--- config.mk ---
export PLATFORM = sky130hd
export DESIGN_NAME = cpd_sqrt
export DESIGN_NICKNAME = d
export VERILOG_FILES = /design/src/rtl/assert_macros.svh /design/src/rtl/cpd_pkg.sv /design/src/rtl/cpd_sqrt.sv
export SDC_FILE = /design/constraint.sdc
export NUM_CORES = 1
export LEC_CHECK = 0
export BUFFER_PORTS_ARGS = -buffer_cell sky130_fd_sc_hd__buf_2
export CORE_MARGIN = 5
export CORE_UTILIZATION = 50
export DETAILED_ROUTE_END_ITERATION = 10
export PLACE_DENSITY = 0.7
export SETUP_SLACK_MARGIN = 0.1
export SKIP_LAST_GASP = 1
export SYNTH_ARGS = -nofsm -noshare
export SYNTH_HDL_FRONTEND = slang
export SYNTH_SLANG_ARGS = --single-unit
--- constraint.sdc ---
create_clock -name clk_i -period 3.1 [get_ports clk_i]
set_clock_uncertainty 0.1 [all_clocks]
set_input_delay 0.31 -clock clk_i [delete_from_list [all_inputs] [get_ports clk_i]]
set_output_delay 0.31 -clock clk_i [all_outputs]
set_load 0.02 [all_outputs]
--- src/rtl/assert_macros.svh ---
// Assertion macros used by the top-level RTL file to check its own logic.
`ifndef ASSERT_MACROS_SVH
`define ASSERT_MACROS_SVH

// Check a property on every rising edge of clk_i once reset is released.
`define ASSERT_ON_CLK(name, prop, msg) \
  name: assert property (@(posedge clk_i) disable iff (!rst_ni) (prop)) else $error(msg);

// Check an implication on every rising edge of clk_i once reset is released.
`define ASSERT_IMPLY(name, cond, prop, msg) \
  name: assert property (@(posedge clk_i) disable iff (!rst_ni) (cond) |-> (prop)) \
    else $error(msg);

`endif

--- src/rtl/cpd_pkg.sv ---
// Shared constants, types and sequencer states of the closest pair block.
`default_nettype none

package cpd_pkg;

  // Defaults of the top-level parameters
  localparam int MAX_POINTS_DEF  = 1024;
  localparam int COORD_BITS_DEF  = 16;

  // Fixed port widths
  localparam int IN_W            = 16;
  localparam int SQ_W            = 33;
  localparam logic [SQ_W-1:0] SQ_CAP = {SQ_W{1'b1}};

  // Square root: one result bit per step, radicand is the squared value times 2^32
  localparam int SQRT_STEPS      = 33;
  localparam int SQRT_CNT_W      = 6;
  localparam int RAD_W           = 2 * SQRT_STEPS;
  localparam int REM_W           = 36;

  typedef enum logic [2:0] {
    S_IDLE,
    S_ROW_RD,
    S_ROW_LATCH,
    S_ISSUE,
    S_GAP,
    S_DRAIN,
    S_SQRT,
    S_WRES
  } state_e;

  // Sequencer commands to the pair datapath
  typedef struct packed {
    logic clear;     // reset running minimum
    logic row_load;  // latch the row point from the read word
    logic issue;     // a column point read was issued this cycle
  } pair_ctrl_t;

endpackage

`default_nettype wire

--- src/rtl/cpd_sqrt.sv ---
// Bit-serial square root giving floor(sqrt(value * 2^32)), one root bit per cycle.
`default_nettype none

module cpd_sqrt (
  input  logic                     clk_i,
  input  logic                     rst_ni,
  input  logic                     start_i,
  input  logic [cpd_pkg::SQ_W-1:0] value_i,
  output logic                     busy_o,
  output logic [cpd_pkg::SQ_W-1:0] root_o
);

  localparam int RW = cpd_pkg::RAD_W;
  localparam int MW = cpd_pkg::REM_W;
  localparam int SW = cpd_pkg::SQ_W;

  logic                           busy_q;
  logic [cpd_pkg::SQRT_CNT_W-1:0] cnt_q;
  logic [RW-1:0]                  rad_q;
  logic [MW-1:0]                  rem_q;
  logic [SW-1:0]                  root_q;

  logic [MW-1:0] rem_sh;
  logic [MW-1:0] trial;
  logic          fits;

  // Bring down two radicand bits and try a one in the next root bit
  assign rem_sh = {rem_q[MW-3:0], rad_q[RW-1 -: 2]};
  assign trial  = MW'({root_q, 2'b01});
  assign fits   = rem_sh >= trial;

  always_ff @(posedge clk_i or negedge rst_ni) begin
    if (!rst_ni) begin
      busy_q <= 1'b0;
      cnt_q  <= '0;
    end else if (start_i) begin
      busy_q <= 1'b1;
      cnt_q  <= cpd_pkg::SQRT_CNT_W'(cpd_pkg::SQRT_STEPS - 1);
    end else if (busy_q) begin
      cnt_q <= cnt_q - 1'b1;
      if (cnt_q == '0) begin
        busy_q <= 1'b0;
      end
    end
  end

  always_ff @(posedge clk_i) begin
    if (start_i) begin
      rad_q  <= RW'({1'b0, value_i, 32'h0});
      rem_q  <= '0;
      root_q <= '0;
    end else if (busy_q) begin
      rad_q  <= {rad_q[RW-3:0], 2'b00};
      rem_q  <= fits ? (rem_sh - trial) : rem_sh;
      root_q <= {root_q[SW-2:0], fits};
    end
  end

  assign busy_o = busy_q;
  assign root_o = root_q;

endmodule

`default_nettype wire

== After elaboration in Yosys (flattened, before gate mapping) ==
Index checks and enable logic that the tools add are counted.

* Add/sub/neg operators: 2
* Reductions and logical operators: 2
* $lt $le $gt $ge: 1
* Multiplexer cells: 8

{| class="wikitable"
|+ Operators by type and width
! operator !! count
|-
| $mux W65 || 2
|-
| $ge A36 B35 Y1 || 1
|-
| $mux W34 || 1
|-
| $sub A34 B34 Y34 || 1
|-
| $mux W6 || 2
|-
| $logic_not A6 Y1 || 1
|-
| $sub A6 B1 Y6 const B || 1
|-
| $mux W1 || 3
|-
| $reduce_bool A2 Y1 || 1
|}

* Bits in registers: 108
* Word-level logic and storage cells: 19

== Depth between registers and ports, before layout ==
Gate-level depths: netlist (run 1).

* Depth in word-level cells: 4
* Mapped depth: 12
* Depth with buffers taken out: 10

== Least setup slack after synthesis (run 1) ==
OpenSTA, ideal clock, no wires.

* Path kind: reg2reg
* Start point: register root_q[18] (netlist: root_o[18])
* End point: register rem_q[23]
* Setup slack: 0.317 ns
* Required time: 2.927 ns
* Cell stages (with the launch flop): 11
* Clock period less this slack: 2.783 ns
* Setup time: 0.073 ns
* Path buffers: 2
* Arrival: 2.609 ns
* Cell sequence: dfxtp_1 > inv_1 > ha_1 > clkbuf_1 > nand3_1 > or4_1 > nor4_2 > o32ai_2 > buf_4 > o311a_1 > nor3_2

* Longest elaborated chain between the ends: 2
* Elaborated cells between the ends (all ways): 3
* Classes of those cells: add/sub: 1; order compare: 1; mux: 1

{| class="wikitable"
|+ Ends and longest elaborated chain
! what !! line !! source
|-
| start, declared || cpd_sqrt.sv:21 || <nowiki>logic [SW-1:0] root_q;</nowiki>
|-
| start signal, assigned || cpd_sqrt.sv:55 || <nowiki>root_q <= {root_q[SW-2:0], fits};</nowiki>
|-
| $sub A34 B34 Y34 / $ge A36 B35 Y1 (equally long branches) || cpd_sqrt.sv:54, cpd_sqrt.sv:30 ||
|-
| $mux W34 * || cpd_sqrt.sv:54 || <nowiki>rem_q <= fits ? (rem_sh - trial) : rem_sh;</nowiki>
|-
| end signal, assigned || cpd_sqrt.sv:54 ||
|-
| end, declared || cpd_sqrt.sv:20 || <nowiki>logic [MW-1:0] rem_q;</nowiki>
|}

Every way passes the cells marked *; elsewhere a longest branch is shown, timed or not.
A chain may end at the register's enable or synchronous reset.

== Final worst setup path (run 1) ==
* Start point: register root_q[5] (netlist: root_o[5])
* End point: register rem_q[23]

Same word-level chain as after synthesis.

==> reports/qor.txt, run 1 <==
R2r setup slk = 0.22 ns
Final setup viols = 0
Layout cells sized above 1 = 28.2%
Clock latency on the worst-skew pair = 0.36 ns
TritonCTS clock tree = yes
Via count = 5388
# IOs = 70
H-tree levels = 3
Switch Pwr = 3.43 mW
Antenna violations before repair = 0
Largest net degree at the start of global routing = 83
Min-Delay Path Class = in2reg
Seq/Total Area, Yosys = 39.1%
Dpl hpwl = 10500 um
Storage cell area = 0.00255 mm2
Placed cell areas = 0.00707 mm2
Worst setup path class = reg2reg
Cell internal pwr = 4.77 mW
Util after Layout = 61.8%
Hold path startpoint = value_i[1]
TNS Setup = 0 ns
Mapped Avg Cell Area = 9.14 um2
Run status = finished clean
Worst-Margin Slew = 0.755 ns
DRC viols = 0
Min Hold Slack = 0.130 ns
First-pass GRT wire length = 24200 um
Vias per cell = 5.58
CP Launch Type = register
Filler cells = 1080
Multi-input logic area = 0.00386 mm2
CTS Root Cell = clkbuf_16
Row cnt = 41
Antenna Nets Post-Route = 0
Port-buffer cells = 69
Relative slew slack = 49.7%
Hold Path Sink = rad_q[33]
Vias in the first global route = 5107
Final wirelength = 15000 um
Post-synth top flop = dfxtp_1
FMAX = 0.347 GHz
Instance count of the mapped netlist = 708
CTS clk-pin slew, worst paths = 0.08 ns
P_leak = 3.46 nW
Clock power frac = 14.2%
# diodes = 0
Yosys warns = 0
Fin crit share = 92.9%
Worst reg2reg path startpoint = root_o[5]
Max Cap Viol = 0
Req. time, crit path = 3.29 ns
CP arrival = 3.07 ns
Die Span Y = 124 um
Final Critical Period = 2.88 ns
Worst setup EP type = register
Max Slew Vio Count = 0
Die X = 124 um
RSZ-0062 raised after global routing = false
Drt first-iter violations = 347
Tot GR Track Use = 19.5%
Congestion Overflow GR = 0
DIE AREA = 0.0153 mm2
Synthesized area = 0.00647 mm2
CORE AREA = 0.0127 mm2
Seq pwr share = 24.7%
Reg2Reg Depth = 10
Synth unique cells = 66
Hold depth = 2
Seq cells post-synth = 108
Syn nets = 781
Critical Path Fanout Max = 9
RR Endpoint = rem_q[23]
Worst VDD drop = 0.440 mV
Avg WL per Cell = 15.6 um
Number of synthesized flops with an enable pin = 33
Combinational fraction of design power = 61.1%
Initial Util = 51.1%
Fin nets = 861
Area Overhead vs Synth = 21.0%
Drt pass-1 iters = 4
Switch share = 41.8%
Pwr/cell area = 1050 mW/mm2
CTS Buf Count = 9
FFs w/ async S/R, synth = 6.48%
GP Congestion = 0.899
Fin. Hold Viols = 0
CTS max path bufs = 2
Fin area = 0.00783 mm2
CTS Sinks = 108
metal layers:
| metal | part of all wire (%) | GRT usage (%) | wire [um] |
|---|---|---|---|
| met5 | 0 | 0 | 0 |
| met4 | 1.6 | 6.51 | 245 |
| met3 | 4.8 | 3.45 | 723 |
| met2 | 50 | 32.8 | 7460 |
| met1 | 44 | 25.2 | 6580 |
worst max-delay path by stage:
| stage | startpoint | endpoint | slack (ns) | depth (start not counted) |
|---|---|---|---|---|
| after floorplan | root_o[18] | rem_q[23] | 0.32 | 10 |
| after global placement | root_o[4] | rem_q[7] | 0.19 | 12 |
| after detailed placement | root_o[4] | rem_q[7] | -0.02 | 12 |
| after CTS | root_o[3] | rem_q[13] | 0.11 | 12 |
| after global routing | root_o[9] | rem_q[13] | 0.07 | 13 |
| final | root_o[5] | rem_q[23] | 0.22 | 10 |
sequential cells by signal, indices dropped and copies added (netlist names):
signal  cells
rad_q      34
rem_q      34
root_o     33
busy_o      1
cnt_q       6
placed cells by master, fill, tap and decap left out, types with 15 or more instances in the layout:
| cell type | n |
|---|---|
| a21oi_1 | 50 |
| xnor2_1 | 24 |
| mux2_2 | 32 |
| nor2_1 | 98 |
| buf_4 | 34 |
| o21ai_0 | 15 |
| dfxtp_1 | 55 |
| inv_1 | 47 |
| mux2i_1 | 41 |
| buf_2 | 68 |
| ha_1 | 20 |
| edfxtp_1 | 33 |
| nand2_1 | 41 |
| a211oi_1 | 19 |
cell usage after synthesis, types with 3 or more instances:
master | count | area, um2
nor3b_1 | 8 | 60.1
dfrtp_1 | 7 | 175
dfxtp_1 | 68 | 1360
nor2_1 | 99 | 372
and2_1 | 8 | 50.1
ha_1 | 37 | 463
a21oi_1 | 52 | 260
nand4_1 | 9 | 56.3
o21a_1 | 4 | 30.0
edfxtp_1 | 33 | 991
inv_1 | 47 | 176
a21o_1 | 12 | 90.1
o211ai_1 | 4 | 30.0
buf_4 | 5 | 37.5
or4_1 | 3 | 22.5
o31ai_1 | 4 | 30.0
nand2b_1 | 5 | 31.3
mux2i_1 | 42 | 420
nand3_1 | 7 | 35.0
a311oi_1 | 4 | 35.0
nor3_1 | 10 | 50.1
a31oi_1 | 5 | 31.3
o21ai_0 | 18 | 90.1
a211oi_1 | 23 | 173
or2_2 | 5 | 31.3
nand2_1 | 42 | 158
o21ai_1 | 4 | 20.0
buf_2 | 8 | 40.0
mux2_2 | 32 | 360
xnor2_1 | 24 | 210
o21bai_1 | 3 | 22.5
or3_1 | 3 | 18.8
xor2_1 | 7 | 61.3
clkbuf_1 | 24 | 90.1
metrics by stage:
| step | total power [mW] | setup slack, ns | cells |
|---|---|---|---|
| 5_1_grt | 8.82 | 0.0715 | 965 |
| 2_1_floorplan | 5.35 | 0.317 | 708 |
| 6_report | 8.20 | 0.219 | 965 |
| 3_5_place_dp | 6.36 | -0.0211 | 935 |
| 3_3_place_gp | 6.26 | 0.185 | 935 |
| 4_1_cts | 7.58 | 0.108 | 952 |
cell type report:
class                           count  share of cell area (%)
Multi-Input combinational cell    511                    49.3
Clock buffer                        9                    2.88
Tap cell                          172                    2.75
Sequential cell                   108                    32.5
Clock inverter                      7                    1.01
Inverter                           48                    2.30
Timing Repair Buffer              110                    9.25
what timing repair did:
item	in CTS	in global routing
cloned	0	1
setup buffers	0	12
hold endpoints to repair	7	0
resized for setup	3	65
hold buffers	1	0
setup endpoints to repair	16	34
pin swaps	0	18
power by group through the flow:
stage | logic, mW | clock network, mW | registers (mW)
global placement | 4.25 | 0 | 2.01
CTS | 4.39 | 1.20 | 1.99
finish | 5.01 | 1.17 | 2.02
global route | 5.50 | 1.26 | 2.06
floorplan | 3.40 | 0 | 1.96
detailed placement | 4.33 | 0 | 2.02
worst max-delay path: stages, from the launching register on:
cell and delay [ns]:
dfxtp_2 0.36, inv_1 0.05, ha_1 0.33, nand4_1 0.18
or4_4 0.58, nor4_4 0.29, o32ai_4 0.15, buf_12 0.15
buf_6 0.13, o311a_1 0.35, nor3_2 0.14
cell families after synthesis:
| kind of cell | synth area share [%] |
|---|---|
| fa+ha+maj | 7.15 |
| mux | 12.1 |
| simple gates | 15.5 |
| xor+xnor | 4.20 |
| buf+inv | 5.84 |
| compound gates | 16.2 |
| flops | 39.1 |
No activity file was read; power rests on OpenSTA's default activity.
==> inputs of run 2 (changes only) <==
Settings changed: PLACE_DENSITY 0.7 to 0.79.
==> reports/qor.txt, run 2 (synthesis gave the netlist of run 1 again) <==
Util after Layout = 60.7% (-1.1 points)
Antenna Nets Post-Route = 0 (unchanged)
Tot GR Track Use = 18.0% (-1.4 points)
Layout cells sized above 1 = 26.1% (-2.2 points)
Final setup viols = 0 (unchanged)
Initial Util = 51.1% (unchanged)
# IOs = 70 (unchanged)
Final wirelength = 14300 um (-4.7%)
Drt pass-1 iters = 5 (+1)
Max Cap Viol = 0 (unchanged)
Min-Delay Path Class = in2reg
Switch share = 41.5% (-0.34 points)
Clock latency on the worst-skew pair = 0.36 ns (about the same)
Run status = finished clean
Pwr/cell area = 1050 mW/mm2 (about the same)
Worst VDD drop = 0.483 mV (+9.8%)
P_leak = 3.40 nW (-1.6%)
Combinational fraction of design power = 59.6% (-1.5 points)
TritonCTS clock tree = yes
Dpl hpwl = 9910 um (-5.4%)
CTS clk-pin slew, worst paths = 0.07 ns (about the same)
Placed cell areas = 0.00704 mm2 (-0.42%)
DIE AREA = 0.0153 mm2 (unchanged)
GR peak layer = met2
Fin area = 0.00769 mm2 (-1.8%)
M1 GR Usage = 23.2% (-2.0 points)
Congestion Overflow GR = 0 (unchanged)
First-pass GRT wire length = 22400 um (-7.5%)
M3 GR Usage = 6.04% (+2.6 points)
Cell internal pwr = 4.72 mW (-1.1%)
Min Hold Slack = 0.133 ns (+0.00294 ns)
Final setup margin = 0.155 ns (-0.0639 ns)
Critical Path Fanout Max = 9 (unchanged)
Reg2Reg Depth = 9 (-1)
CTS Buf Count = 9 (unchanged)
Vias in the first global route = 4900 (-4.1%)
Worst-Margin Slew = 0.758 ns (+0.00257 ns)
Area Overhead vs Synth = 18.8%
Fin crit share = 95.0% (+2.1 points)
FMAX = 0.340 GHz (-2.2%)
Worst setup path class = reg2reg
Req. time, crit path = 3.29 ns (about the same)
CP arrival = 3.13 ns (+0.06 ns)
Worst reg2reg path startpoint = root_o[19]
# diodes = 0 (unchanged)
CTS Sinks = 108 (unchanged)
Fin. Hold Viols = 0 (unchanged)
Die X = 124 um (unchanged)
Hold depth = 2 (unchanged)
Vias per cell = 5.55 (-0.57%)
Max Slew Vio Count = 0 (unchanged)
Antenna violations before repair = 0 (unchanged)
R2r setup slk = 0.16 ns (-0.06 ns)
Clock power frac = 15.3% (+1.1 points)
Avg WL per Cell = 15.0 um (-3.7%)
Via count = 5302 (-1.6%)
Hold path startpoint = value_i[1]
RR Endpoint = rem_q[21]
Commonest cells after routing, fill and taps aside = 99 x nor2_1, 68 x buf_2, 58 x dfxtp_1, 49 x a21oi_1, 47 x inv_1
Row cnt = 41 (unchanged)
Final Critical Period = 2.94 ns (+0.0639 ns)
Pre-CTS setup slack = 0.146 ns (+0.167 ns)
Switch Pwr = 3.34 mW (-2.5%)
Die Span Y = 124 um (unchanged)
Hold Path Sink = rad_q[33]
RSZ-0062 raised after global routing = true
Worst setup EP type = register
CP Launch Type = register
Port-buffer cells = 69 (unchanged)
CORE AREA = 0.0127 mm2 (unchanged)
Relative slew slack = 49.5% (-0.17 points)
GP Congestion = 0.911 (+1.3%)
Largest net degree at the start of global routing = 43 (-48%)
Drt first-iter violations = 308 (-11%)
Most common cell after layout, fill and taps aside = nor2_1
Fin nets = 851 (-1.2%)
CTS max path bufs = 2 (unchanged)
CTS Root Cell = clkbuf_16
Seq pwr share = 25.1% (+0.4 points)
DRC viols = 0 (unchanged)
H-tree levels = 3 (unchanged)
M2 GR Usage = 29.0% (-3.8 points)
[run 2: cell types whose count changed in the layout (fill, tap and decap cells not counted), moves of 2 or more]
cell      change
buf_4         -7
dfxtp_1       +3
dfxtp_2       -3
a211oi_1      +2
a211oi_2      -2
buf_12        -2
ha_1          +2
ha_4          -2
inv_6         +2
inv_8         -2
[run 2: power groups by stage]
stage	sequential, mW	combinational [mW]	clock (mW)
after detailed placement	2.03	4.23	0
after global placement	2.02	4.17	0
after CTS	2.00	4.25	1.27
final	2.02	4.81	1.23
after floorplan	1.96	3.40	0
after global routing	2.06	5.26	1.32
[run 2: stage by stage]
stage,setup TNS (ns),instances,power (mW)
2_1_floorplan,0,708,5.35
3_3_place_gp,0,931,6.19
3_5_place_dp,0,931,6.26
4_1_cts,0,948,7.52
5_1_grt,-0.00726,955,8.64
6_report,0,955,8.06
[run 2: per-layer routing]
layer  vias up  part of all wire (%)
met5         -                     0
met4         0                   1.8
met3        24                   6.6
met2       142                    46
met1      2478                    45
li1       2658                     -
[run 2: worst max-delay path, cell delays in order (launching register included)]
cell       delay (ns)
dfxtp_1          0.37
inv_1            0.06
ha_1             0.41
nand3_1          0.12
or4_4            0.53
nor4_4           0.36
o32ai_4          0.19
clkbuf_16        0.20
o311a_1          0.36
nor3_2           0.15
[run 2: final cells by class]
cell class	count	area (um2)
fill	1085	4980
multi-input combinational	511	3810
sequential	108	2540
timing repair buffer	100	621
clock buffer	9	225
tap	172	215
inverter	48	180
clock inverter	7	95.1
[run 2: worst max path at each step]
stage	startpoint	to	slack, ns	cells past startpoint
2_1_floorplan	root_o[18]	rem_q[23]	0.32	10
3_3_place_gp	root_o[12]	rem_q[23]	0.22	9
3_5_place_dp	root_o[12]	rem_q[21]	0.15	9
4_1_cts	root_o[3]	rem_q[7]	0.09	12
5_1_grt	root_o[19]	rem_q[7]	-0.007	12
6_report	root_o[19]	rem_q[21]	0.16	9
[run 2: repair_timing]
action	CTS	global route
resized for setup	0	52
pin swaps	0	13
endpoints found under the hold margin	7	0
setup endpoints to repair	1	34
setup buffers	0	5
cloned	0	2
hold buffers	1	0
