===== config.mk =====
export PLATFORM = sky130hd
export DESIGN_NAME = cpd_pair
export DESIGN_NICKNAME = d
export VERILOG_FILES = /design/src/rtl/assert_macros.svh /design/src/rtl/cpd_pkg.sv /design/src/rtl/cpd_pair.sv
export SDC_FILE = /design/constraint.sdc
export NUM_CORES = 1
export LEC_CHECK = 0
export BUFFER_PORTS_ARGS = -buffer_cell sky130_fd_sc_hd__buf_4
export CAP_MARGIN = 20
export CORE_ASPECT_RATIO = 0.8
export CORE_MARGIN = 3
export CORE_UTILIZATION = 45
export DETAILED_ROUTE_END_ITERATION = 12
export HOLD_SLACK_MARGIN = 0.12
export PLACE_DENSITY_LB_ADDON = 0.05
export SLEW_MARGIN = 10
export SYNTH_ARGS = -nofsm -noshare
export SYNTH_HDL_FRONTEND = slang
export SYNTH_SLANG_ARGS = --single-unit
export TNS_END_PERCENT = 30

===== constraint.sdc =====
create_clock -name clk_i -period 19.8 [get_ports clk_i]
set_input_delay 0.99 -clock clk_i [delete_from_list [all_inputs] [get_ports clk_i]]
set_output_delay 0.99 -clock clk_i [all_outputs]
set_load 0.02 [all_outputs]

===== src/rtl/assert_macros.svh =====
// Assertion macros used by the top-level RTL file to check its own logic.
`ifndef ASSERT_MACROS_SVH
`define ASSERT_MACROS_SVH

// Check a property on every rising edge of clk_i once reset is released.
`define ASSERT_ON_CLK(name, prop, msg) \
  name: assert property (@(posedge clk_i) disable iff (!rst_ni) (prop)) else $error(msg);

// Check an implication on every rising edge of clk_i once reset is released.
`define ASSERT_IMPLY(name, cond, prop, msg) \
  name: assert property (@(posedge clk_i) disable iff (!rst_ni) (cond) |-> (prop)) \
    else $error(msg);

`endif


===== src/rtl/cpd_pkg.sv =====
// Shared constants, types and sequencer states of the closest pair block.
`default_nettype none

package cpd_pkg;

  // Defaults of the top-level parameters
  localparam int MAX_POINTS_DEF  = 1024;
  localparam int COORD_BITS_DEF  = 16;

  // Fixed port widths
  localparam int IN_W            = 16;
  localparam int SQ_W            = 33;
  localparam logic [SQ_W-1:0] SQ_CAP = {SQ_W{1'b1}};

  // Square root: one result bit per step, radicand is the squared value times 2^32
  localparam int SQRT_STEPS      = 33;
  localparam int SQRT_CNT_W      = 6;
  localparam int RAD_W           = 2 * SQRT_STEPS;
  localparam int REM_W           = 36;

  typedef enum logic [2:0] {
    S_IDLE,
    S_ROW_RD,
    S_ROW_LATCH,
    S_ISSUE,
    S_GAP,
    S_DRAIN,
    S_SQRT,
    S_WRES
  } state_e;

  // Sequencer commands to the pair datapath
  typedef struct packed {
    logic clear;     // reset running minimum
    logic row_load;  // latch the row point from the read word
    logic issue;     // a column point read was issued this cycle
  } pair_ctrl_t;

endpackage

`default_nettype wire


===== src/rtl/cpd_pair.sv =====
// Pair distance datapath: difference stage, shared squarer and running minimum.
`default_nettype none

module cpd_pair #(
  parameter int COORD_BITS = cpd_pkg::COORD_BITS_DEF
) (
  input  logic                     clk_i,
  input  logic                     rst_ni,
  input  cpd_pkg::pair_ctrl_t      ctrl_i,
  input  logic [COORD_BITS-1:0]    rd_x_i,
  input  logic [COORD_BITS-1:0]    rd_y_i,
  output logic [cpd_pkg::SQ_W-1:0] best_o,
  output logic                     busy_o
);

  localparam int CW = COORD_BITS;
  localparam int PW = 2 * COORD_BITS;
  localparam int SW = cpd_pkg::SQ_W;

  logic [CW-1:0] px_q, py_q;
  logic [CW-1:0] dx_q, dy_q;
  logic [PW-1:0] sq_x_q, sq_y_q;
  logic          rd_v_q, diff_v_q, sqx_v_q, sqy_v_q;
  logic [SW-1:0] best_q;

  logic signed [CW:0] diff_x, diff_y;
  logic [CW:0]        neg_x, neg_y;
  logic [CW-1:0]      dx_abs, dy_abs;
  logic [CW-1:0]      mul_op;
  logic [PW-1:0]      mul_res;
  logic [63:0]        sx_wide, sy_wide;
  logic [SW-1:0]      sx_sat, sy_sat;
  logic [SW:0]        dist_sum;
  logic [SW-1:0]      pair_dist;

  // Absolute coordinate differences against the row point
  assign diff_x = $signed({rd_x_i[CW-1], rd_x_i}) - $signed({px_q[CW-1], px_q});
  assign diff_y = $signed({rd_y_i[CW-1], rd_y_i}) - $signed({py_q[CW-1], py_q});
  assign neg_x  = -diff_x;
  assign neg_y  = -diff_y;
  assign dx_abs = diff_x[CW] ? neg_x[CW-1:0] : diff_x[CW-1:0];
  assign dy_abs = diff_y[CW] ? neg_y[CW-1:0] : diff_y[CW-1:0];

  // Shared squarer: dx while the difference stage is valid, then dy while the dx square is valid
  assign mul_op  = sqx_v_q ? dy_q : dx_q;
  assign mul_res = PW'(mul_op) * PW'(mul_op);

  // Saturate each square and the sum to the result width
  assign sx_wide   = 64'(sq_x_q);
  assign sy_wide   = 64'(sq_y_q);
  assign sx_sat    = (sx_wide > 64'(cpd_pkg::SQ_CAP)) ? cpd_pkg::SQ_CAP : sx_wide[SW-1:0];
  assign sy_sat    = (sy_wide > 64'(cpd_pkg::SQ_CAP)) ? cpd_pkg::SQ_CAP : sy_wide[SW-1:0];
  assign dist_sum  = {1'b0, sx_sat} + {1'b0, sy_sat};
  assign pair_dist = (dist_sum > {1'b0, cpd_pkg::SQ_CAP}) ? cpd_pkg::SQ_CAP : dist_sum[SW-1:0];

  // Advance stage valids and track the minimum
  always_ff @(posedge clk_i or negedge rst_ni) begin
    if (!rst_ni) begin
      rd_v_q   <= 1'b0;
      diff_v_q <= 1'b0;
      sqx_v_q  <= 1'b0;
      sqy_v_q  <= 1'b0;
      best_q   <= '1;
    end else begin
      rd_v_q   <= ctrl_i.issue;
      diff_v_q <= rd_v_q;
      sqx_v_q  <= diff_v_q;
      sqy_v_q  <= sqx_v_q;
      if (ctrl_i.clear) begin
        best_q <= '1;
      end else if (sqy_v_q && (pair_dist < best_q)) begin
        best_q <= pair_dist;
      end
    end
  end

  // Datapath registers
  always_ff @(posedge clk_i) begin
    if (ctrl_i.row_load) begin
      px_q <= rd_x_i;
      py_q <= rd_y_i;
    end
    if (rd_v_q) begin
      dx_q <= dx_abs;
      dy_q <= dy_abs;
    end
    if (diff_v_q) begin
      sq_x_q <= mul_res;
    end
    if (sqx_v_q) begin
      sq_y_q <= mul_res;
    end
  end

  assign best_o = best_q;
  assign busy_o = rd_v_q | diff_v_q | sqx_v_q | sqy_v_q;

endmodule

`default_nettype wire


After elaboration in Yosys (flattened, before gate mapping). Index checks and enable logic that the tools add are counted.

Multipliers: 1. Bitwise logic cells: 3. $lt $le $gt $ge: 4. $add $sub $neg: 5. Reductions and logical operators: 2. Mux-type cells: 8.

Operators with widths (count): $mux W33 (5); $gt A32 B33 Y1 const B (2); $mux W16 (3); $add A33 B33 Y34 (1); $gt A34 B33 Y1 const B (1); $sub A16 B16 Y17 (2); $lt A33 B33 Y1 (1); $mul A16 B16 Y32 (1); $neg A16 Y16 (2); $or A1 B1 Y1 (3); $reduce_bool A2 Y1 (1); $logic_and A1 B1 Y1 (1).

Logic and storage cells: 34. Register bits: 165.

Depth between registers and ports, before layout. Gate-level depths: netlist of the first run.

Word-level depth: 9. Gate-level depth with buffers: 28. Mapped depth without buffers: 26.

Worst setup path after synthesis of the first run. No wires, ideal clock.

Path type: register to register. Start point: reg sqx_v_q. End point: reg sq_x_q[30], data pin. Slack: 11.951 ns. Stages on the path, launching flop included: 24. Arrival time: 7.580 ns. Path buffers: 3. Setup time: 0.269 ns. Cell sequence: dfrtp_1 -> clkbuf_1 -> buf_1 -> mux2i_1 -> clkbuf_1 -> nor2_1 -> fa_1 -> fa_1 -> fa_1 -> inv_1 -> fa_1 -> inv_1 -> fa_1 -> fa_1 -> ha_1 -> a21o_1 -> a21oi_1 -> o21ai_0 -> a21o_1 -> nor3_1 -> o31ai_1 -> a41oi_1 -> o21ai_0 -> xor2_1.

Cells in the longest elaborated chain, start to end: 2.

RTL lines: from (decl) (RTL line cpd_pair.sv:23) `logic rd_v_q, diff_v_q, sqx_v_q, sqy_v_q;`; from (signal assigned) (RTL line cpd_pair.sv:67) `sqx_v_q <= diff_v_q;`; $mux W16 (RTL line cpd_pair.sv:45) `assign mul_op = sqx_v_q ? dy_q : dx_q;`; $mul A16 B16 Y32 (RTL line cpd_pair.sv:46) `assign mul_res = PW'(mul_op) * PW'(mul_op);`; net mul_res[30] (RTL line cpd_pair.sv:30) `logic [PW-1:0] mul_res;`; to (signal assigned) (RTL line cpd_pair.sv:88) `sq_x_q <= mul_res;`; to (decl) (RTL line cpd_pair.sv:22) `logic [PW-1:0] sq_x_q, sq_y_q;`.

The timed path passes the listed nets, and every way through them passes these cells. A chain may end at the register's enable or synchronous reset.

Worst setup path in the final report of the first run.
Start point: reg sqx_v_q. End point: reg sq_x_q[28], data pin.

Same word-level chain as after synthesis.

==> out/results.ini, run 1 <==
[timing]
max_freq_mhz = 125
unrepaired_setup_endpoints_after_global_routing = false
timing_worst_slew_pin_value_ns = 0.938
final-hold-violation-count = 0
remaining_max_slew_budget_at_the_tightest_pin_pct = 35.7
period_utilization_pct = 40.4
setup-violations-final = 0
slew_violations = 0
clock_skew_ns = 0.0169
fin_setup_tns_ns = 0
final_worst_path_period_need_ns = 7.99

[worst_setup_path]
path_delay_family = adder cells
cp_data_arrival_time_ns = 8.19
crit_type = reg2reg
cp-start-kind = flop
cp-end-kind = flop
crit_path_max_fanout = 51
rr_startpoint = sqx_v_q$_DFF_PN0_
worst-path-buf-inv = 7
ordered_list_of_cells_on_the_worst_path = buf_4 > mux2i_1 > inv_1 > nand2_1 > inv_1 > fa_1 > inv_1 > fa_1 > inv_1 > fa_1 > inv_1 > fa_1 > inv_1 > fa_1 > fa_1 > ha_1 > a21o_1 > nor2_1 > nand2_1 > a41o_1 > nand2_1 > o31ai_1 > a41oi_1 > o311ai_0
worstSetupPathDepth = 24
worstSetupStartpoint = sqx_v_q$_DFF_PN0_
worst_path_largest_cell_delay_ns = 0.68
worstReg2RegEnd = sq_x_q[28]$_DFFE_PP_
reg2regPathDepth = 24
timing.critical_path.required_ns = 20.00
setup.reg_to_reg.worst_slack_ns = 11.81
timing.critical_path.to = sq_x_q[28]$_DFFE_PP_
crit_slowest_cell = sky130_fd_sc_hd__mux2i_1

[placed_design]
routabilityCongestion = 0.889
dp.cells = 2178
hpwl_mm = 30.3
buffer_ports.inserted = 70
post_place_instance_area_sq_um = 17800

[yosys]
post_synth_most_frequent_cells = 299 x sky130_fd_sc_hd__inv_1, 191 x sky130_fd_sc_hd__ha_1, 166 x sky130_fd_sc_hd__fa_1
ys_async_sr_fraction_pct = 22.7
count_leader_synth = sky130_fd_sc_hd__inv_1
synthesis.yosys.warnings = 0
synth.lib_cells_used.distinct = 86
synthesis.nets = 2049
synth_top_cells_by_area = sky130_fd_sc_hd__edfxtp_1 23%, sky130_fd_sc_hd__fa_1 20%, sky130_fd_sc_hd__ha_1 14%, sky130_fd_sc_hd__inv_1 6.7%, sky130_fd_sc_hd__dfstp_2 5.2%
most_used_dff_post_synth = sky130_fd_sc_hd__edfxtp_1
post_synth.cell_area_avg_sq_um = 10.1
seq_area_frac_synth_pct = 28.4
synth_edf_count = 126
synth_seq_cells = 163
synthDominantCellAreaShare_pct = 22.6
syn-instance-count = 1655
netlist_area_sq_um = 16800
post-synth-top-area-cell = sky130_fd_sc_hd__edfxtp_1

[global_routing]
final_global_route_overflow_total = 0
grt_antenna_before_repair = 0
grt_pass1_vias = 11900
global_route_wire_length_before_repair_mm = 61.9
maximum_number_of_pins_on_one_net_before_global_route_repair = 52
grt_usage_pct = 19.7

[drt]
post_drt_via_cell_ratio = 5.24
detail_route.drc_violations = 0
wirelength_mm = 37.3
first_iteration_detailed_routing_drc_count = 529
drt_pre_antenna_iters = 5
routedWlPerCell_um = 16.9
vias = 11600
detail_route_antenna_nets = 0

[clock_network]
post_cts_resize_count = 0
cts_hold_buffers = 0
tritoncts = built
insertion_delay_ns = 0.44
ctsHtreeMaxLevel = 4
cts.clk_slew.worst_paths_ns = 0.07
cts_buffers = 17
clock-root-buffer = sky130_fd_sc_hd__clkbuf_16
number_of_sinks_handled_by_clock_tree_synthesis = 163
cts.repair_timing.setup_buffer_count = 0
clock_tree.buffer_depth = 2

[status]
status = complete, no violations

[floorplanning]
overall_die_height_um = 179
top_level_ports = 71
fp.dieArea_sq_um = 39600
die_width_um = 222
core_area_sq_um = 36300
floorplan.rows = 62
initial_utilization_pct = 46.2

[cells_and_area]
antennaDiodeCount = 0
final_core_utilization_pct = 50.9
area_growth_pct = 10.2
final_cells = 2212
final.fill_count = 3360
finalInstanceArea_sq_um = 18500
final_layout_size_suffix_gt1_share_pct = 11.1
finish.net_count = 2113

[hold_path]
hold_path.class = in2async

[flow_run]
max_cap_viols = 0

metrics by stage:
stage	setup WS (ns)	hold slack [ns]
floorplan	11.95	0.543
global placement	12.09	0.533
detailed placement	11.81	0.532
CTS	11.73	0.510
global route	11.22	0.530
finish	11.81	0.521
layout make-up:
class | instances | area (sq um) | share of cell area [%]
sequential | 163 | 4750 | 25.7
multi-input combinational | 1149 | 10700 | 57.9
clock buffer | 17 | 425 | 2.30
tap | 480 | 601 | 3.25
clock inverter | 15 | 219 | 1.19
inverter | 305 | 1140 | 6.20
timing repair buffer | 83 | 623 | 3.37
per-layer routing:
layer | global-route usage, % | part of all wire (%)
met5 | 0 | 0
met4 | 4.96 | 2.0
met3 | 2.60 | 2.8
met2 | 33.6 | 48
met1 | 26.7 | 47
cell families after synthesis:
family | count (synthesis) | share of synthesized area [%]
AND/OR/NAND/NOR | 354 | 9.87
flip-flops | 163 | 28.4
XOR/XNOR | 108 | 5.69
AO/OA/AOI/OAI | 303 | 12.5
adder cells (fa/ha/maj) | 357 | 34.1
multiplexers | 27 | 1.69
buffers and inverters | 343 | 7.80
worst min-delay path by stage:
| stage | slack [ns] | start | to | cells past startpoint |
|---|---|---|---|---|
| floorplan | 0.54 | best_o[32]$_DFFE_PN1P_ | best_o[32]$_DFFE_PN1P_ | 2 |
| global placement | 0.53 | best_o[1]$_DFFE_PN1P_ | best_o[1]$_DFFE_PN1P_ | 2 |
| detailed placement | 0.53 | best_o[11]$_DFFE_PN1P_ | best_o[11]$_DFFE_PN1P_ | 2 |
| CTS | 0.51 | rst_ni | rd_v_q$_DFF_PN0_ | 1 |
| global route | 0.53 | rst_ni | sqy_v_q$_DFF_PN0_ | 1 |
| finish | 0.52 | rst_ni | sqy_v_q$_DFF_PN0_ | 1 |
placed cells by master (no fill, tap or decap), drive strengths merged, types with 15 or more instances in the layout:
master / instances
inv: 309
ha: 191
fa: 166
nor2: 141
edfxtp: 126
nand2: 96
a21oi: 88
buf: 83
xnor2: 74
a21o: 42
o21ai: 38
xor2: 34
dfstp: 33
nand3: 23
o211ai: 21
nor3: 21
clkbuf: 17
mux2i: 17
nand2b: 15
o21a: 15
flip-flops by register name (all words and copies together) (netlist names):
name      count
dx_q         16
dy_q         16
diff_v_q      1
rd_v_q        1
sq_x_q       31
px_q         16
sqy_v_q       1
sqx_v_q       1
py_q         16
best_o       33
sq_y_q       31
Power of run 1 is left out: the tool's default activity adds up to more than one toggle a clock period on the data nets, which glitch-free logic cannot reach.
==> inputs of run 2 (changes only) <==
==> constraint.sdc (replaced) <==
create_clock -name clk_i -period 8.1 [get_ports clk_i]
set_input_delay 0.405 -clock clk_i [delete_from_list [all_inputs] [get_ports clk_i]]
set_output_delay 0.405 -clock clk_i [all_outputs]
set_load 0.02 [all_outputs]
==> run 2 against run 1 <==
Utilization is 0.57 points higher. Global-route usage grew 0.38 points. Via count grew 0.83%. Wire length is 1.3% higher. Design area grew 1.1%. Critical endpoint is now sq_y_q[30]$_DFFE_PP_.
==> out/results.ini, run 2 (same netlist as run 1, synthesis figures left out) <==
[clock_network]
cts.repair_timing.setup_buffer_count = 0  ; unchanged
cts.clk_slew.worst_paths_ns = 0.07  ; about the same
clock_tree.buffer_depth = 2  ; unchanged
post_cts_resize_count = 0  ; unchanged
insertion_delay_ns = 0.45  ; was 0.44 ns
clock-root-buffer = sky130_fd_sc_hd__clkbuf_16  ; unchanged
ctsHtreeMaxLevel = 4  ; unchanged
tritoncts = built  ; unchanged
cts_hold_buffers = 25  ; was 0
cts_buffers = 17  ; unchanged
number_of_sinks_handled_by_clock_tree_synthesis = 163  ; unchanged

[floorplanning]
initial_utilization_pct = 46.2  ; unchanged
floorplan.rows = 62  ; unchanged
core_area_sq_um = 36300  ; unchanged
die_width_um = 222  ; unchanged
top_level_ports = 71  ; unchanged
overall_die_height_um = 179  ; unchanged
fp.dieArea_sq_um = 39600  ; unchanged

[global_routing]
final_global_route_overflow_total = 0  ; unchanged
grt_pass1_vias = 12200  ; was 11900
maximum_number_of_pins_on_one_net_before_global_route_repair = 38  ; was 52
grt_antenna_before_repair = 0  ; unchanged
global_route_wire_length_before_repair_mm = 63.1  ; was 61.9 mm
grt_usage_pct = 20.0  ; was 19.7%

[cells_and_area]
final_cells = 2243  ; was 2212
antennaDiodeCount = 0  ; unchanged
number_of_flip_flops_under_the_largest_register_name = 33  ; unchanged
final.fill_count = 3357  ; was 3360
area_of_all_sequential_standard_cells_sq_um = 4750  ; unchanged
mostFrequentLayoutCells = 299 x sky130_fd_sc_hd__inv_1, 191 x sky130_fd_sc_hd__ha_1, 166 x sky130_fd_sc_hd__fa_1  ; unchanged
final_layout_size_suffix_gt1_share_pct = 11.1  ; about the same
mostFrequentLayoutCell = sky130_fd_sc_hd__inv_1  ; unchanged
area_growth_pct = 11.5  ; was 10.2%
finish.net_count = 2144  ; was 2113
multi_input_gate_area_sq_um = 10700  ; about the same

[drt]
detail_route_antenna_nets = 0  ; unchanged
detail_route.drc_violations = 0  ; unchanged
routedWlPerCell_um = 16.9  ; about the same
vias = 11700  ; was 11600
first_iteration_detailed_routing_drc_count = 553  ; was 529
post_drt_via_cell_ratio = 5.21  ; was 5.24
wirelength_mm = 37.8  ; was 37.3 mm
drt_pre_antenna_iters = 5  ; unchanged

[worst_setup_path]
reg2regPathDepth = 21  ; was 24
cp-end-kind = flop  ; unchanged
timing.critical_path.required_ns = 8.29  ; was 20.00 ns
crit_path_max_fanout = 20  ; was 51
crit_type = reg2reg  ; unchanged
rr_startpoint = sqx_v_q$_DFF_PN0_  ; unchanged
worstReg2RegEnd = sq_y_q[30]$_DFFE_PP_  ; was sq_x_q[28]$_DFFE_PP_
cp_data_arrival_time_ns = 7.55  ; was 8.19 ns
setup.reg_to_reg.worst_slack_ns = 0.74  ; was 11.81 ns
cp-start-kind = flop  ; unchanged

[timing]
timing_worst_slew_pin_value_ns = 1.07  ; was 0.938 ns
max_freq_mhz = 136  ; was 125 MHz
slew_violations = 0  ; unchanged
clock_skew_ns = 0.0193  ; was 0.0169 ns
whs_ns = 0.150  ; was 0.521 ns
remaining_max_slew_budget_at_the_tightest_pin_pct = 28.9  ; was 35.7%
final-hold-violation-count = 0  ; unchanged
unrepaired_setup_endpoints_after_global_routing = false  ; unchanged
period_utilization_pct = 90.8  ; was 40.4%
setup-violations-final = 0  ; unchanged
fin_setup_tns_ns = 0  ; unchanged
final_worst_path_period_need_ns = 7.36  ; was 7.99 ns

[hold_path]
min_path_cells = 1
hold_path.class = in2reg  ; was in2async
worst_hold_path.endpoint = py_q[3]$_DFFE_PP_
holdCritStartpoint = rd_y_i[3]

[placed_design]
hpwl_mm = 30.7  ; was 30.3 mm
routabilityCongestion = 0.882  ; was 0.889
dp.cells = 2185  ; was 2178
buffer_ports.inserted = 70  ; unchanged

[status]
status = complete, no violations  ; unchanged

[flow_run]
max_cap_viols = 0  ; unchanged

-- run 2: worst max path at each step --
stage | startpoint | end | cells after the start
floorplan | sqx_v_q$_DFF_PN0_ | sq_x_q[30]$_DFFE_PP_ | 23
global placement | sqx_v_q$_DFF_PN0_ | sq_x_q[30]$_DFFE_PP_ | 23
detailed placement | sqx_v_q$_DFF_PN0_ | sq_y_q[30]$_DFFE_PP_ | 23
CTS | sqx_v_q$_DFF_PN0_ | sq_y_q[30]$_DFFE_PP_ | 23
global route | sqx_v_q$_DFF_PN0_ | sq_y_q[30]$_DFFE_PP_ | 23
finish | sqx_v_q$_DFF_PN0_ | sq_y_q[30]$_DFFE_PP_ | 21
-- run 2: worst max-delay path, stage by stage, from the launching register on --
cell and delay, ns:
sky130_fd_sc_hd__dfrtp_2 0.69, sky130_fd_sc_hd__mux2_2 0.52, sky130_fd_sc_hd__inv_1 0.37, sky130_fd_sc_hd__nor2_1 0.15, sky130_fd_sc_hd__fa_1 0.53, sky130_fd_sc_hd__fa_1 0.52, sky130_fd_sc_hd__fa_1 0.54, sky130_fd_sc_hd__inv_1 0.05
sky130_fd_sc_hd__fa_1 0.52, sky130_fd_sc_hd__inv_1 0.05, sky130_fd_sc_hd__fa_1 0.50, sky130_fd_sc_hd__fa_1 0.49, sky130_fd_sc_hd__ha_1 0.40, sky130_fd_sc_hd__a21o_1 0.19, sky130_fd_sc_hd__a21oi_1 0.20, sky130_fd_sc_hd__o21ai_0 0.11
sky130_fd_sc_hd__a21o_1 0.20, sky130_fd_sc_hd__nor3_1 0.15, sky130_fd_sc_hd__o31ai_1 0.14, sky130_fd_sc_hd__a41oi_1 0.41, sky130_fd_sc_hd__o21ai_0 0.18, sky130_fd_sc_hd__xor2_1 0.17
-- run 2: layer usage --
metal  vias up  share of wire, %  global-route usage (%)
met4         0               1.8                    4.77
li1       5763                 -                       -
met1      5743                47                    26.6
met3        34               2.8                    3.09
met2       154                49                    34.8
met5         -                 0                       0
-- run 2: final cells by class --
class                      instances  share of cell area [%]
clock buffer                      18                    2.30
clock inverter                    14                   0.697
inverter                         305                    6.13
multi-input combinational       1149                    57.3
sequential                       163                    25.5
tap                              480                    3.22
timing repair buffer             114                    4.92
-- run 2: through the flow --
stage	util (%)	setup slack [ns]	area [sq um]
2_1_floorplan	-	0.251	16800
3_3_place_gp	49.2	0.840	17900
3_5_place_dp	49.2	0.773	17900
4_1_cts	51.4	0.737	18700
5_1_grt	51.4	0.265	18700
6_report	51.4	0.742	18700
Power of run 2 is left out for the same reason.
